<file path="config.mk">
export PLATFORM = sky130hd
export DESIGN_NAME = modbus_rtu_sensor_read_frame_core
export DESIGN_NICKNAME = d
export VERILOG_FILES = /design/src/design/mrsf_pkg.sv /design/src/design/mrsf_req_gen.sv /design/src/design/mrsf_rx_collect.sv /design/src/design/modbus_rtu_sensor_read_frame_core.sv
export VERILOG_INCLUDE_DIRS = /design/src /design/src/design
export SDC_FILE = /design/constraint.sdc
export NUM_CORES = 1
export LEC_CHECK = 0
export CAP_MARGIN = 20
export CORE_MARGIN = 5
export CORE_UTILIZATION = 67
export DETAILED_ROUTE_END_ITERATION = 10
export DONT_BUFFER_PORTS = 1
export HOLD_SLACK_MARGIN = 0.05
export PLACE_DENSITY = 0.83
export SLEW_MARGIN = 5
export SYNTH_ARGS = -nofsm -noshare
export SYNTH_HDL_FRONTEND = slang
export SYNTH_SLANG_ARGS = --single-unit
</file>
<file path="constraint.sdc">
create_clock -name i_clk -period 14.24 [get_ports i_clk]
set_input_delay 2.136 -clock i_clk [delete_from_list [all_inputs] [get_ports i_clk]]
set_output_delay 2.136 -clock i_clk [all_outputs]
set_load 0.005 [all_outputs]
</file>
<file path="src/design/modbus_rtu_sensor_read_frame_core_assert.svh">
// assertion macros for the modbus rtu sensor read frame core
// expects a clock named i_clk and an active low reset named i_rst_n in scope
`ifndef MODBUS_RTU_SENSOR_READ_FRAME_CORE_ASSERT_SVH
`define MODBUS_RTU_SENSOR_READ_FRAME_CORE_ASSERT_SVH

// same-cycle implication, disabled during reset
`define MRSF_ASSERT_NOW(label, ante, cons) \
    label: assert property (@(posedge i_clk) disable iff (!i_rst_n) (ante) |-> (cons)) \
        else $error("mrsf assertion failed");

// next-cycle implication, disabled during reset
`define MRSF_ASSERT_NEXT(label, ante, cons) \
    label: assert property (@(posedge i_clk) disable iff (!i_rst_n) (ante) |=> (cons)) \
        else $error("mrsf assertion failed");

`endif

</file>
<file path="src/design/mrsf_pkg.sv">
// shared types, constants and crc helpers for the modbus rtu sensor read frame core
// no dependencies
package mrsf_pkg;

    localparam logic CMD_REQUEST = 1'b0;
    localparam logic CMD_RX_BYTE = 1'b1;

    localparam logic KIND_TX      = 1'b0;
    localparam logic KIND_READING = 1'b1;

    localparam logic [15:0] CRC_INIT        = 16'hFFFF;
    localparam logic [15:0] CRC_POLY        = 16'hA001;
    localparam logic [7:0]  FN_READ_HOLDING = 8'h03;
    localparam logic [7:0]  REG_COUNT       = 8'h02;

    localparam int FRAME_LEN       = 8;
    localparam int FRAME_IDX_W     = 3;
    localparam int RESPONSE_LENGTH = 9;
    localparam int RX_CNT_W        = 4;
    localparam int RX_CRC_LEN      = RESPONSE_LENGTH - 2;
    localparam int PAYLOAD_FIRST   = 3;
    localparam int PAYLOAD_DEPTH   = 5;
    localparam int PAYLOAD_IDX_W   = 3;

    typedef struct packed {
        logic       command;
        logic [7:0] device_address;
        logic [7:0] rx_byte;
    } t_in_item;

    typedef struct packed {
        logic               kind;
        logic [7:0]         tx_byte;
        logic               last_byte;
        logic               crc_ok;
        logic [15:0]        humidity_tenths;
        logic signed [15:0] temperature_tenths;
    } t_out_item;

    typedef struct packed {
        logic take;
        logic clear;
    } t_rx_ctrl;

    // one byte folded into crc-16/modbus, lsb first
    function automatic logic [15:0] crc_fold(input logic [15:0] crc, input logic [7:0] b);
        logic [15:0] c;
        c = crc ^ {8'h00, b};
        for (int k = 0; k < 8; k++) begin
            if (c[0]) begin
                c = (c >> 1) ^ CRC_POLY;
            end else begin
                c = c >> 1;
            end
        end
        return c;
    endfunction

    // crc of the six header bytes of a read request; elaboration use only
    function automatic logic [15:0] frame_crc(input logic [7:0] addr);
        logic [15:0] c;
        c = crc_fold(CRC_INIT, addr);
        c = crc_fold(c, FN_READ_HOLDING);
        c = crc_fold(c, 8'h00);
        c = crc_fold(c, 8'h00);
        c = crc_fold(c, 8'h00);
        c = crc_fold(c, REG_COUNT);
        return c;
    endfunction

    // crc is affine in the address: per-bit columns on top of the zero-address crc
    function automatic logic [7:0][15:0] crc_columns();
        logic [7:0][15:0] cols;
        logic [15:0]      base;
        base = frame_crc(8'h00);
        for (int j = 0; j < 8; j++) begin
            cols[j] = frame_crc(8'b1 << j) ^ base;
        end
        return cols;
    endfunction

endpackage

</file>
<file path="src/design/mrsf_req_gen.sv">
// request frame byte sequencer: address, function, register block, crc low, crc high
// depends on mrsf_pkg
module mrsf_req_gen
    import mrsf_pkg::*;
(
    input  logic       i_clk,
    input  logic       i_rst_n,
    input  logic [7:0] i_addr,
    input  logic       i_step,
    output logic [7:0] o_tx_byte,
    output logic       o_last
);

    localparam logic [15:0]      CRC_BASE = frame_crc(8'h00);
    localparam logic [7:0][15:0] CRC_COLS = crc_columns();

    logic [FRAME_IDX_W-1:0] r_idx;
    logic [FRAME_IDX_W-1:0] n_idx;
    logic [15:0]            w_crc;

    always_comb begin
        w_crc = CRC_BASE;
        for (int j = 0; j < 8; j++) begin
            if (i_addr[j]) begin
                w_crc = w_crc ^ CRC_COLS[j];
            end
        end
    end

    assign o_last = (r_idx == FRAME_IDX_W'(FRAME_LEN - 1));

    always_comb begin
        unique case (r_idx)
            3'd0:    o_tx_byte = i_addr;
            3'd1:    o_tx_byte = FN_READ_HOLDING;
            3'd5:    o_tx_byte = REG_COUNT;
            3'd6:    o_tx_byte = w_crc[7:0];
            3'd7:    o_tx_byte = w_crc[15:8];
            default: o_tx_byte = 8'h00;
        endcase
    end

    always_comb begin
        n_idx = r_idx;
        if (i_step) begin
            n_idx = o_last ? '0 : r_idx + 1'b1;
        end
    end

    always_ff @(posedge i_clk) begin
        if (!i_rst_n) begin
            r_idx <= '0;
        end else begin
            r_idx <= n_idx;
        end
    end

endmodule

</file>
<file path="src/design/mrsf_rx_collect.sv">
// response byte collector: saturating count, running crc, payload bytes, reading decode
// depends on mrsf_pkg
module mrsf_rx_collect
    import mrsf_pkg::*;
(
    input  logic      i_clk,
    input  logic      i_rst_n,
    input  t_rx_ctrl  i_ctrl,
    input  logic [7:0] i_rx_byte,
    output logic      o_has_result,
    output t_out_item o_reading
);

    logic [RX_CNT_W-1:0]      r_count;
    logic [15:0]              r_crc;
    logic [7:0]               r_payload [PAYLOAD_DEPTH];
    logic [PAYLOAD_IDX_W-1:0] w_pidx;
    logic                     w_active;
    logic                     w_pwrite;

    assign w_active = i_ctrl.take && (r_count < RX_CNT_W'(RESPONSE_LENGTH));
    assign w_pidx   = PAYLOAD_IDX_W'(r_count - RX_CNT_W'(PAYLOAD_FIRST));
    assign w_pwrite = w_active && (r_count >= RX_CNT_W'(PAYLOAD_FIRST))
                    && (r_count < RX_CNT_W'(PAYLOAD_FIRST + PAYLOAD_DEPTH));

    assign o_has_result = (r_count == RX_CNT_W'(RESPONSE_LENGTH - 1));

    always_comb begin
        o_reading                    = '0;
        o_reading.kind               = KIND_READING;
        o_reading.crc_ok             = ({i_rx_byte, r_payload[4]} == r_crc);
        o_reading.humidity_tenths    = {r_payload[0], r_payload[1]};
        o_reading.temperature_tenths = {r_payload[2], r_payload[3]};
    end

    always_ff @(posedge i_clk) begin
        if (!i_rst_n) begin
            r_count <= '0;
            r_crc   <= CRC_INIT;
        end else if (i_ctrl.clear) begin
            r_count <= '0;
            r_crc   <= CRC_INIT;
        end else if (w_active) begin
            r_count <= r_count + 1'b1;
            if (r_count < RX_CNT_W'(RX_CRC_LEN)) begin
                r_crc <= crc_fold(r_crc, i_rx_byte);
            end
        end
    end

    // payload bytes are written before any reading uses them
    always_ff @(posedge i_clk) begin
        if (w_pwrite) begin
            r_payload[w_pidx] <= i_rx_byte;
        end
    end

endmodule

</file>
<file path="src/design/modbus_rtu_sensor_read_frame_core.sv">
// top level of the modbus rtu sensor read frame core: input register, dispatch, result register
// depends on mrsf_pkg, mrsf_req_gen, mrsf_rx_collect and the assertion macro header
//
//   channel   | handshake          | payload
//   ----------+--------------------+---------------------------------------------
//   input     | i_valid / o_ready  | i_item (command, device_address, rx_byte)
//   result    | o_valid / i_ready  | o_item (kind, tx_byte, last_byte, crc_ok, ...)
//
// received bytes stream at one item per cycle unless the result register stalls a reading
// a request item stays in the work stage until its last frame byte is sent, one frame byte
//   per cycle while the result register is free, stepped by the frame byte counter in the
//   request sequencer
// reset is synchronous: both stages empty, receive count zero, running crc at 0xffff
// a stalled result register holds a request item or a reading's last byte in the work stage,
//   the input register takes a new item as soon as the work stage empties
`include "modbus_rtu_sensor_read_frame_core_assert.svh"

module modbus_rtu_sensor_read_frame_core
    import mrsf_pkg::*;
(
    input  logic      i_clk,
    input  logic      i_rst_n,
    input  logic      i_valid,
    output logic      o_ready,
    input  t_in_item  i_item,
    output logic      o_valid,
    input  logic      i_ready,
    output t_out_item o_item
);

    // work stage register
    logic      r_in_valid;
    t_in_item  r_in;

    // result register
    logic      r_out_valid;
    t_out_item r_out;
    t_out_item n_out;

    logic      w_out_free;
    logic      w_is_req;
    logic      w_is_rx;
    logic      w_step;
    logic      w_consume;
    logic      w_load;
    logic      w_tx_last;
    logic [7:0] w_tx_byte;
    logic      w_has_result;
    t_out_item w_reading;
    t_rx_ctrl  w_rx_ctrl;

    // result register can take a new item when empty or being drained
    assign w_out_free = !r_out_valid || i_ready;
    assign w_is_req   = r_in_valid && (r_in.command == CMD_REQUEST);
    assign w_is_rx    = r_in_valid && (r_in.command == CMD_RX_BYTE);

    // request: one frame byte per free result slot, item retires on the last byte
    assign w_step = w_is_req && w_out_free;

    // rx byte: retires at once unless it completes a reading and the slot is busy
    assign w_consume = (w_step && w_tx_last) || (w_is_rx && (!w_has_result || w_out_free));
    assign w_load    = w_step || (w_is_rx && w_has_result && w_out_free);

    assign w_rx_ctrl.take  = w_is_rx && w_consume;
    assign w_rx_ctrl.clear = w_step && w_tx_last;

    assign o_ready = !r_in_valid || w_consume;
    assign o_valid = r_out_valid;
    assign o_item  = r_out;

    mrsf_req_gen u_req_gen (
        .i_clk     (i_clk),
        .i_rst_n   (i_rst_n),
        .i_addr    (r_in.device_address),
        .i_step    (w_step),
        .o_tx_byte (w_tx_byte),
        .o_last    (w_tx_last)
    );

    mrsf_rx_collect u_rx_collect (
        .i_clk        (i_clk),
        .i_rst_n      (i_rst_n),
        .i_ctrl       (w_rx_ctrl),
        .i_rx_byte    (r_in.rx_byte),
        .o_has_result (w_has_result),
        .o_reading    (w_reading)
    );

    // result selection: frame byte or decoded reading, unused fields zero
    always_comb begin
        if (w_is_req) begin
            n_out           = '0;
            n_out.kind      = KIND_TX;
            n_out.tx_byte   = w_tx_byte;
            n_out.last_byte = w_tx_last;
        end else begin
            n_out = w_reading;
        end
    end

    always_ff @(posedge i_clk) begin
        if (!i_rst_n) begin
            r_in_valid  <= 1'b0;
            r_out_valid <= 1'b0;
        end else begin
            if (o_ready) begin
                r_in_valid <= i_valid;
            end
            if (w_load) begin
                r_out_valid <= 1'b1;
            end else if (i_ready) begin
                r_out_valid <= 1'b0;
            end
        end
    end

    // payload registers, no reset needed
    always_ff @(posedge i_clk) begin
        if (o_ready && i_valid) begin
            r_in <= i_item;
        end
        if (w_load) begin
            r_out <= n_out;
        end
    end

    // a result is only loaded into a free slot
    `MRSF_ASSERT_NOW(a_load_into_free, w_load, w_out_free)
    // a request item only retires together with its final frame byte
    `MRSF_ASSERT_NOW(a_req_retire_on_last, w_is_req && w_consume, w_step && w_tx_last)
    // a reading never carries request frame fields
    `MRSF_ASSERT_NOW(a_reading_clean,
        o_valid && (o_item.kind == KIND_READING),
        (o_item.tx_byte == 8'h00) && !o_item.last_byte)
    // after the last frame byte the next result is a fresh frame start or a reading
    `MRSF_ASSERT_NEXT(a_frame_restart,
        w_step && w_tx_last,
        !w_step || (w_tx_byte == r_in.device_address))

endmodule
</file>
; After elaboration in Yosys (flattened, before gate mapping)
; Memory sizes are Yosys's and may differ from the RTL's.
; Cells that the tools add are included.
[totals]
ff_bits = 85
ramBits = 40
output_inout_bits = 45
wordCells = 121
n_memories = 1
[memory_table]
columns = name, words, word_bits, read_ports, rd_ports_with_merged_regs, wr, line
row1 = u_rx_collect.r_payload, 5, 8, 5, 0, 1, mrsf_rx_collect.sv:16  ; logic [7:0] r_payload [PAYLOAD_DEPTH];
[op_classes]
n_addsub = 3
order_cmp = 4
n_eq_ne = 6
mux = 51
n_bitwise = 18
reduce_logical = 24
[op_table]
columns = op, n
row1 = $mux W16, 42
row2 = $mux W43, 1
row3 = $pmux W8 S5, 1
row4 = $mux W15, 2
row5 = $not A2 Y3, 8
row6 = $eq A16 B16 Y1, 1
row7 = $xor A16 B8 Y16, 1
row8 = $not A5 Y5, 3
row9 = $logic_and A1 B1 Y1, 12
row10 = $eq A3 B3 Y1 const B, 3
row11 = $not A3 Y3, 3
row12 = $lt A4 B4 Y1 const B, 2
row13 = $not A7 Y7, 1
row14 = $logic_or A1 B1 Y1, 5
row15 = $add A4 B1 Y4 const B, 1
row16 = $eq A4 B4 Y1 const B, 1
row17 = $ge A4 B2 Y1 const B, 1
row18 = $lt A4 B3 Y1 const B, 1
row19 = $mux W1, 4
row20 = $add A3 B1 Y3 const B, 1
row21 = $eq A3 B1 Y1 const B, 1
row22 = $logic_not A1 Y1, 3
row23 = $logic_not A3 Y1, 1
row24 = $mux W3, 1
row25 = other kinds (5), 6

; Depth between registers and ports, before layout
; Gate-level depths: netlist of run 1.
[logic_depth]
depth_word = 48
depth_mapped = 7
depth_no_buf = 7

; Cells and area by module
; Synthesis of run 1 repeated with hierarchy kept, for this count alone.
[hier_totals]
hier_cells = 379
hier_area_um2 = 5321.4
[modules_own_cells]
columns = module, instances, cells_each, area_per_inst_um2, seq_area_each_um2
row1 = mrsf_rx_collect, 1, 193, 2493.6, 1601.5
row2 = modbus_rtu_sensor_read_frame_core, 1, 128, 2317.2, 1841.8
row3 = mrsf_req_gen, 1, 58, 510.5, 60.1

; Least setup slack after synthesis of run 1
; OpenSTA, ideal clock, no wires.
[synth_timing]
path_type = input port to flip-flop
from = in i_ready
to = reg r_out, in the netlist o_item[0] (enable)
setup_ps = 511
arrival_ps = 5693
setup_slack_ps = 8036
stages = 2
n_path_buf = 0
path_cell_list = and2b_1 a211oi_1
[synth_between]
elab_chain_len = 3
elab_cells_between_ends = 4
classes_between = reduce/logical: 4
[synth_lines]
columns = element, line
row1 = start: declaration, modbus_rtu_sensor_read_frame_core.sv:27  ; input logic i_ready,
row2 = $logic_or A1 B1 Y1 *, modbus_rtu_sensor_read_frame_core.sv:53  ; assign w_out_free = !r_out_valid || i_ready;
row3 = $logic_and A1 B1 Y1 (on tied branches), "modbus_rtu_sensor_read_frame_core.sv:58, modbus_rtu_sensor_read_frame_core.sv:62"
row4 = $logic_or A1 B1 Y1 *, modbus_rtu_sensor_read_frame_core.sv:62  ; assign w_load = w_step || (w_is_rx && w_has_result && w_out_free);
row5 = via w_load, modbus_rtu_sensor_read_frame_core.sv:45  ; logic w_load;
row6 = end signal: assignment, modbus_rtu_sensor_read_frame_core.sv:123  ; r_out <= n_out;
row7 = end: declaration, modbus_rtu_sensor_read_frame_core.sv:37  ; t_out_item r_out;
; Mark *: on every way through the listed nets, which the timed path passes. The rest lies on a longest branch.
; A chain may end at the register's enable or synchronous reset.

; Worst setup path in the final report of run 1
[layout_timing]
from = in i_ready
to = out o_ready
[layout_between]
elab_chain_len = 5
elab_cells_between_ends = 7
classes_between = reduce/logical: 7
[layout_lines]
columns = element, line
row1 = $logic_or A1 B1 Y1 *, modbus_rtu_sensor_read_frame_core.sv:53
row2 = $logic_and A1 B1 Y1 or $logic_or A1 B1 Y1 (tied branches), "modbus_rtu_sensor_read_frame_core.sv:58, modbus_rtu_sensor_read_frame_core.sv:61"
row3 = $logic_and A1 B1 Y1, modbus_rtu_sensor_read_frame_core.sv:61  ; assign w_consume = (w_step && w_tx_last) || (w_is_rx && (!w_has_result || w_out_free));
row4 = $logic_or A1 B1 Y1 *, modbus_rtu_sensor_read_frame_core.sv:61
row5 = $logic_or A1 B1 Y1 *, modbus_rtu_sensor_read_frame_core.sv:67  ; assign o_ready = !r_in_valid || w_consume;
row6 = end: declaration, modbus_rtu_sensor_read_frame_core.sv:24  ; output logic o_ready,
; Mark *: on every way between the ends. The rest lies on a longest branch, timed or not.

==> flow_summary.json, run 1 <==
{
  "synthCells": 362,
  "rows": 31,
  "pin_count": 66,
  "wl_um": 10850,
  "tns_ns": 0,
  "max_slew_margin": 0.3659,
  "drt_iter0_drc": 243,
  "wl_per_cell_um": 22.24,
  "grt_antenna_before_repair": 0,
  "fin_skew_ns": 0.01096,
  "crit_fanout": 3,
  "post-dp-hpwl_um": 6067,
  "via_count": 2985,
  "place_area_um2": 5155,
  "dieArea_um2": 9344,
  "dp_cells": 454,
  "synth-edff-count": 100,
  "yosys-top-cells-count": "edfxtp_1 (100), xnor2_1 (43), and2_1 (34), nand2_1 (30), dfxtp_1 (25)",
  "yosysWarnings": 0,
  "tightest_slew_ns": 0.9476,
  "finalMaxSlewViolations": 0,
  "cts_tree": "yes",
  "clockBufferDepth": 2,
  "grt_overflow": 0,
  "postCtsSetupBuffers": 0,
  "h-tree-depth": 4,
  "cts_sinks": 125,
  "cp-start-kind": "input port",
  "peakVddDrop_mv": 0.08429,
  "synth.distinct_cells": 39,
  "syn-cell-area_um2": 5032,
  "setup_viol": 0,
  "cts_buffers": 17,
  "fmax_mhz": 210.2,
  "leakage_nw": 2.008,
  "async_flop_share": 0,
  "hold_buffers": 0,
  "rsz0062_at_grt": "no",
  "cts_resized": 0,
  "cts.clk_slew.worst_paths_ns": 0.06,
  "nFillCells": 377,
  "grt_pass1_wl_um": 16440,
  "start_util": 0.6901,
  "port_buffers": 0,
  "worstPathCellList": "nand2b_1, a21oi_1, o21ai_0",
  "nets": 403,
  "synth-seq-area-share": 0.6962,
  "finalHoldViolations": 0,
  "firstDrtPassIters": 5,
  "slowest_delay_ns": 0.35,
  "arrival_ns": 2.62,
  "dominantRegCellSynth": "edfxtp_1",
  "worst_setup_path_end_kind": "output port",
  "fp.coreArea_um2": 7292,
  "drc": 0,
  "hold_path.class": "flop to flop",
  "grt_max_degree": 45,
  "synth.top_cell.area_share": 0.5967,
  "grt_pass1_vias": 2867,
  "fp.dieW_um": 96.67,
  "period_needed_ns": 4.757,
  "status": "finished, final reports clean",
  "power.density_nw_per_um2": 158.7,
  "maxCapViolCount": 0,
  "crit_required_ns": 12.10,
  "dieHeight_um": 96.67,
  "ant_nets": 0,
  "drive_gt1_frac": 0.1134,
  "path_class": "input port to output port",
  "grt_util_all_layers": 0.2356,
  "synth_area_leader_cell": "edfxtp_1",
  "synth.most_common_cell": "edfxtp_1",
  "final_util": 0.7898,
  "ys_ff_latch": 125,
  "fin_crit_sh": 0.3340,
  "via_per_inst": 6.117,
  "slowest_stage": "o21ai_0",
  "insertion_delay_ns": 0.53,
  "avgSynthCellArea_um2": 13.90,
  "final_cell_count_no_fill": 488,
  "syn-num-nets": 390,
  "gp_congestion": 0.8406,
  "syn_to_final_growth_pct": 14.45,
  "synth.area.top_cells": "edfxtp_1 (60%), dfxtp_1 (9.9%), xnor2_1 (7.5%)",
  "root_buffer": "clkbuf_8",
  "design_area_um2": 5759
}
-- report_power, final --
| group | total, mW | leakage, nW | switching [mW] | internal (mW) |
|---|---|---|---|---|
| registers | 0.421 | 1.13 | 0.0140 | 0.407 |
| logic | 0.0604 | 0.595 | 0.0339 | 0.0265 |
| clock network | 0.433 | 0.279 | 0.178 | 0.255 |
| total | 0.914 | 2.01 | 0.226 | 0.688 |
-- state kept, by name (all words and copies together), names as in the netlist --
| register | cells |
|---|---|
| o_item | 43 |
| u_rx_collect.r_payload | 40 |
| r_in | 17 |
| u_rx_collect.r_crc | 16 |
| u_rx_collect.r_count | 4 |
| u_req_gen.r_idx | 3 |
| o_valid | 1 |
| r_in_valid | 1 |
-- logic make-up (layout without fill, tap and decap cells) --
| kind of cell | after synthesis | after routing | synth area share |
|---|---|---|---|
| AOI/OAI and AO/OA | 42 | 42 | 0.05843 |
| xor gates and xnor gates | 52 | 52 | 0.09349 |
| adders and majority gates | 7 | 7 | 0.01740 |
| buffers and inverters | 19 | 45 | 0.01417 |
| DFF | 125 | 125 | 0.6962 |
| muxes | 2 | 2 | 0.003978 |
| other | 0 | 1 | 0 |
| and+or+nand+nor | 115 | 115 | 0.1164 |
-- layout by cell type, fill, tap and decap left out, types with 3 or more instances in the layout --
cell type   instances
and2_1             34
nor2_1             22
xor2_1              8
nand4_1             5
inv_6               8
o211ai_1            8
inv_1               8
buf_4               3
edfxtp_1          100
xnor2_1            43
o21ai_0             6
nand2_1            30
nand3_1             7
dfxtp_1            25
a21oi_1            12
clkbuf_16          16
nand2b_1            4
ha_1                7
clkinvlp_4          3
-- metrics by stage --
step	hold WS [ns]	setup slack [ns]	power (mW)
5_1_grt	0.5266	9.436	0.9390
6_report	0.4991	9.483	0.9141
4_1_cts	0.5058	9.479	0.9138
2_1_floorplan	0.4767	8.036	0.4708
3_3_place_gp	0.4875	9.511	0.4809
3_5_place_dp	0.4945	9.497	0.4842
-- area by class of cell --
type / count / area (µm²) / area share
Sequential cell: 125 / 3503 / 0.6083
Multi-Input combinational cell: 218 / 1470 / 0.2553
Clock buffer: 17 / 414.1 / 0.07191
Clock inverter: 15 / 172.7 / 0.02998
Tap cell: 99 / 123.9 / 0.02151
Timing Repair Buffer: 5 / 42.54 / 0.007386
Inverter: 8 / 30.03 / 0.005214
Antenna cell: 1 / 2.502 / 0.0004345
-- critical path, delay by kind of cell --
kind | cells | cell delay (ns)
AO/OA/AOI/OAI | 2 | 0.39
AND/OR/NAND/NOR | 1 | 0.10
-- layer usage --
metal	vias to the layer above	share of wire	wire (µm)	GRT usage
li1	1321	-	-	-
met1	1463	0.41	4474	0.2982
met2	172	0.49	5281	0.3774
met3	29	0.071	773	0.07194
met4	0	0.030	323	0.1015
met5	-	0	0	0
-- final timing paths --
path / startpoint / endpoint / slack [ns] / cells after the start
worst max-delay path: i_ready / o_ready / 9.48 / 3
worst min-delay path: u_rx_collect.r_crc[9] / u_rx_collect.r_crc[1] / 0.50 / 2
worst max register to register: u_req_gen.r_idx[0] / r_in[14] / 11.63 / 5
worst min register to register: u_rx_collect.r_crc[9] / u_rx_collect.r_crc[1] / 0.50 / 2
No activity file was read; power rests on OpenSTA's default activity.
==> inputs of run 2 (changes only) <==
ABC_AREA = 1   (was unset)
CORE_UTILIZATION = 63   (was 67)
PLACE_DENSITY = 0.79   (was 0.83)
clock period = 4.7 ns   (was 14.24 ns; I/O delays follow)
==> flow_summary.json, run 2 <==
{
  "tightest_slew_ns": 0.9964,
  "design_area_um2": 6030,
  "gp_congestion": 0.8762,
  "layout_common_cells": "edfxtp_1 (100), nand2_1 (76), inv_1 (72)",
  "yosys-top-cells-count": "edfxtp_1 (100), nand2_1 (76), inv_1 (72), nor2_1 (68), dfxtp_1 (25)",
  "combPwrFrac": 0.073,
  "maxCapViolCount": 0,
  "ys_ff_latch": 125,
  "cts_buffers": 17,
  "worstPathCellList": "nor2_4, inv_2, nor2_4, inv_4, nor2_4, nor3_1, inv_1",
  "nets": 533,
  "worst_setup_path_end_kind": "output port",
  "total_power_mw": 2.674,
  "async_flop_share": 0,
  "wl_um": 10490,
  "avgSynthCellArea_um2": 10.93,
  "cts.clk_slew.worst_paths_ns": 0.07,
  "yosysWarnings": 0,
  "cts_tree": "yes",
  "syn-cell-area_um2": 5356,
  "h-tree-depth": 4,
  "postCtsSetupBuffers": 0,
  "multi_input_area_um2": 1501,
  "pwr-share-seq": 0.477,
  "drt_iter0_drc": 247,
  "hold_path.class": "input port to flop",
  "max_slew_margin": 0.3306,
  "status": "finished, final reports clean",
  "antenna_cells": 0,
  "final_common_cell": "edfxtp_1",
  "power.density_nw_per_um2": 443.6,
  "drc": 0,
  "total_switching_power_mw": 0.6686,
  "synthCells": 490,
  "port_buffers": 0,
  "finalMaxSlewViolations": 0,
  "fp.coreArea_um2": 8258,
  "wl_per_cell_um": 16.84,
  "p_sw_frac": 0.2500,
  "firstDrtPassIters": 5,
  "fin_crit_sh": 0.6475,
  "place_area_um2": 5475,
  "root_buffer": "clkbuf_8",
  "grt_max_degree": 45,
  "hold_buffers": 0,
  "fin_hold_ws_ns": 0.2689,
  "crit_fanout": 34,
  "dominantRegCellSynth": "edfxtp_1",
  "tns_ns": 0,
  "dieHeight_um": 102.2,
  "grt_overflow": 0,
  "start_util": 0.6486,
  "syn-num-nets": 518,
  "dieArea_um2": 10450,
  "pin_count": 66,
  "synth-seq-area-share": 0.6541,
  "timing.final.ws_setup_ns": 1.657,
  "slowest_delay_ns": 0.65,
  "synth.distinct_cells": 43,
  "syn_to_final_growth_pct": 12.57,
  "worst_path_most_repeated_cell": "nor2_4",
  "cp-start-kind": "flop",
  "dp_slack_ns": 2.076,
  "clockBufferDepth": 2,
  "fmax_mhz": 328.6,
  "grt_pass1_wl_um": 16720,
  "setup_viol": 0,
  "synth_area_leader_cell": "edfxtp_1",
  "ant_nets": 0,
  "via_count": 3400,
  "slowest_stage": "nor2_4",
  "grt_pass1_vias": 3347,
  "synth.area.top_cells": "edfxtp_1 (56%), dfxtp_1 (9.3%), nand2_1 (5.3%)",
  "fp.dieW_um": 102.2,
  "leakage_nw": 2.450,
  "largest_reg_flops": 43,
  "rows": 33,
  "cts_sinks": 125,
  "period_needed_ns": 3.043,
  "drive_gt1_frac": 0.1448,
  "rsz0062_at_grt": "no",
  "insertion_delay_ns": 0.53,
  "nFillCells": 550,
  "peakVddDrop_mv": 0.2858,
  "seq_area_um2": 3503,
  "crit_required_ns": 3.99,
  "synth-edff-count": 100,
  "pwr-share-clk": 0.450,
  "grt_antenna_before_repair": 0,
  "intPower_mw": 2.006,
  "synth.most_common_cell": "edfxtp_1",
  "post-dp-hpwl_um": 6944,
  "synth.top_cell.area_share": 0.5606,
  "arrival_ns": 2.34,
  "path_class": "flop to output port",
  "grt_util_all_layers": 0.2164,
  "via_per_inst": 5.457,
  "finalHoldViolations": 0,
  "fin_skew_ns": 0.01042,
  "cts_resized": 0
}
-- run 2: cell types whose count changed after synthesis, moves of 7 or more --
cell / delta
and2_1: -34
inv_2: +11
nor2_1: +46
o21ai_0: +8
a21oi_1: +8
nand2_1: +46
o21ai_1: +7
inv_1: +64
xnor2_1: -36
clkbuf_1: -11
-- run 2: cell families (layout without fill, tap and decap cells) --
group           after synthesis  count (layout)  share of synthesized area
simple gates                182             182                     0.1500
flops                       125             125                     0.6541
buf+inv                      92             120                    0.06914
compound gates               65              65                    0.07522
xor+xnor                     19              19                    0.03527
fa+ha+maj                     7               7                    0.01635
-- run 2: final cells by class --
class,count,share of cell area
multi-input combinational,273,0.2490
inverter,85,0.05375
timing repair buffer,3,0.003320
sequential,125,0.5810
clock buffer,17,0.06869
clock inverter,15,0.02241
tap,105,0.02179
-- run 2: metal layers --
layer,track usage,vias to the layer above,routed length (µm)
li1,-,1654,-
met1,0.2544,1584,4329
met2,0.3778,152,5363
met3,0.06894,10,709
met4,0.07064,0,90
met5,0,-,0
-- run 2: stage by stage --
step,util,cells
after floorplan,-,490
after global placement,0.6630,590
after detailed placement,0.6630,590
after CTS,0.7295,622
after global routing,0.7302,623
final,0.7302,623
-- run 2: final timing paths --
| check | slack [ns] | start | end | depth (start not counted) |
|---|---|---|---|---|
| max | 1.66 | r_in[16] | o_ready | 7 |
| min | 0.27 | i_item[2] | r_in[2] | 0 |
| max reg2reg | 2.00 | u_rx_collect.r_count[0] | u_rx_collect.r_payload[4][6] | 9 |
| min reg2reg | 0.51 | u_rx_collect.r_count[1] | u_rx_collect.r_count[1] | 2 |
-- run 2: power groups by stage --
stage / sequential (mW) / combinational (mW) / clock, mW
final: 1.28 / 0.196 / 1.20
after global routing: 1.28 / 0.222 / 1.27
after CTS: 1.28 / 0.194 / 1.21
after detailed placement: 1.30 / 0.192 / 0
after global placement: 1.30 / 0.184 / 0
after floorplan: 1.29 / 0.158 / 0
-- run 2: critical path: cells and delay by family, from the launching register on --
family / cells / cell delay [ns]
buffers and inverters: 3 / 0.32
flip-flops: 1 / 0.43
AND/OR/NAND/NOR: 4 / 1.07
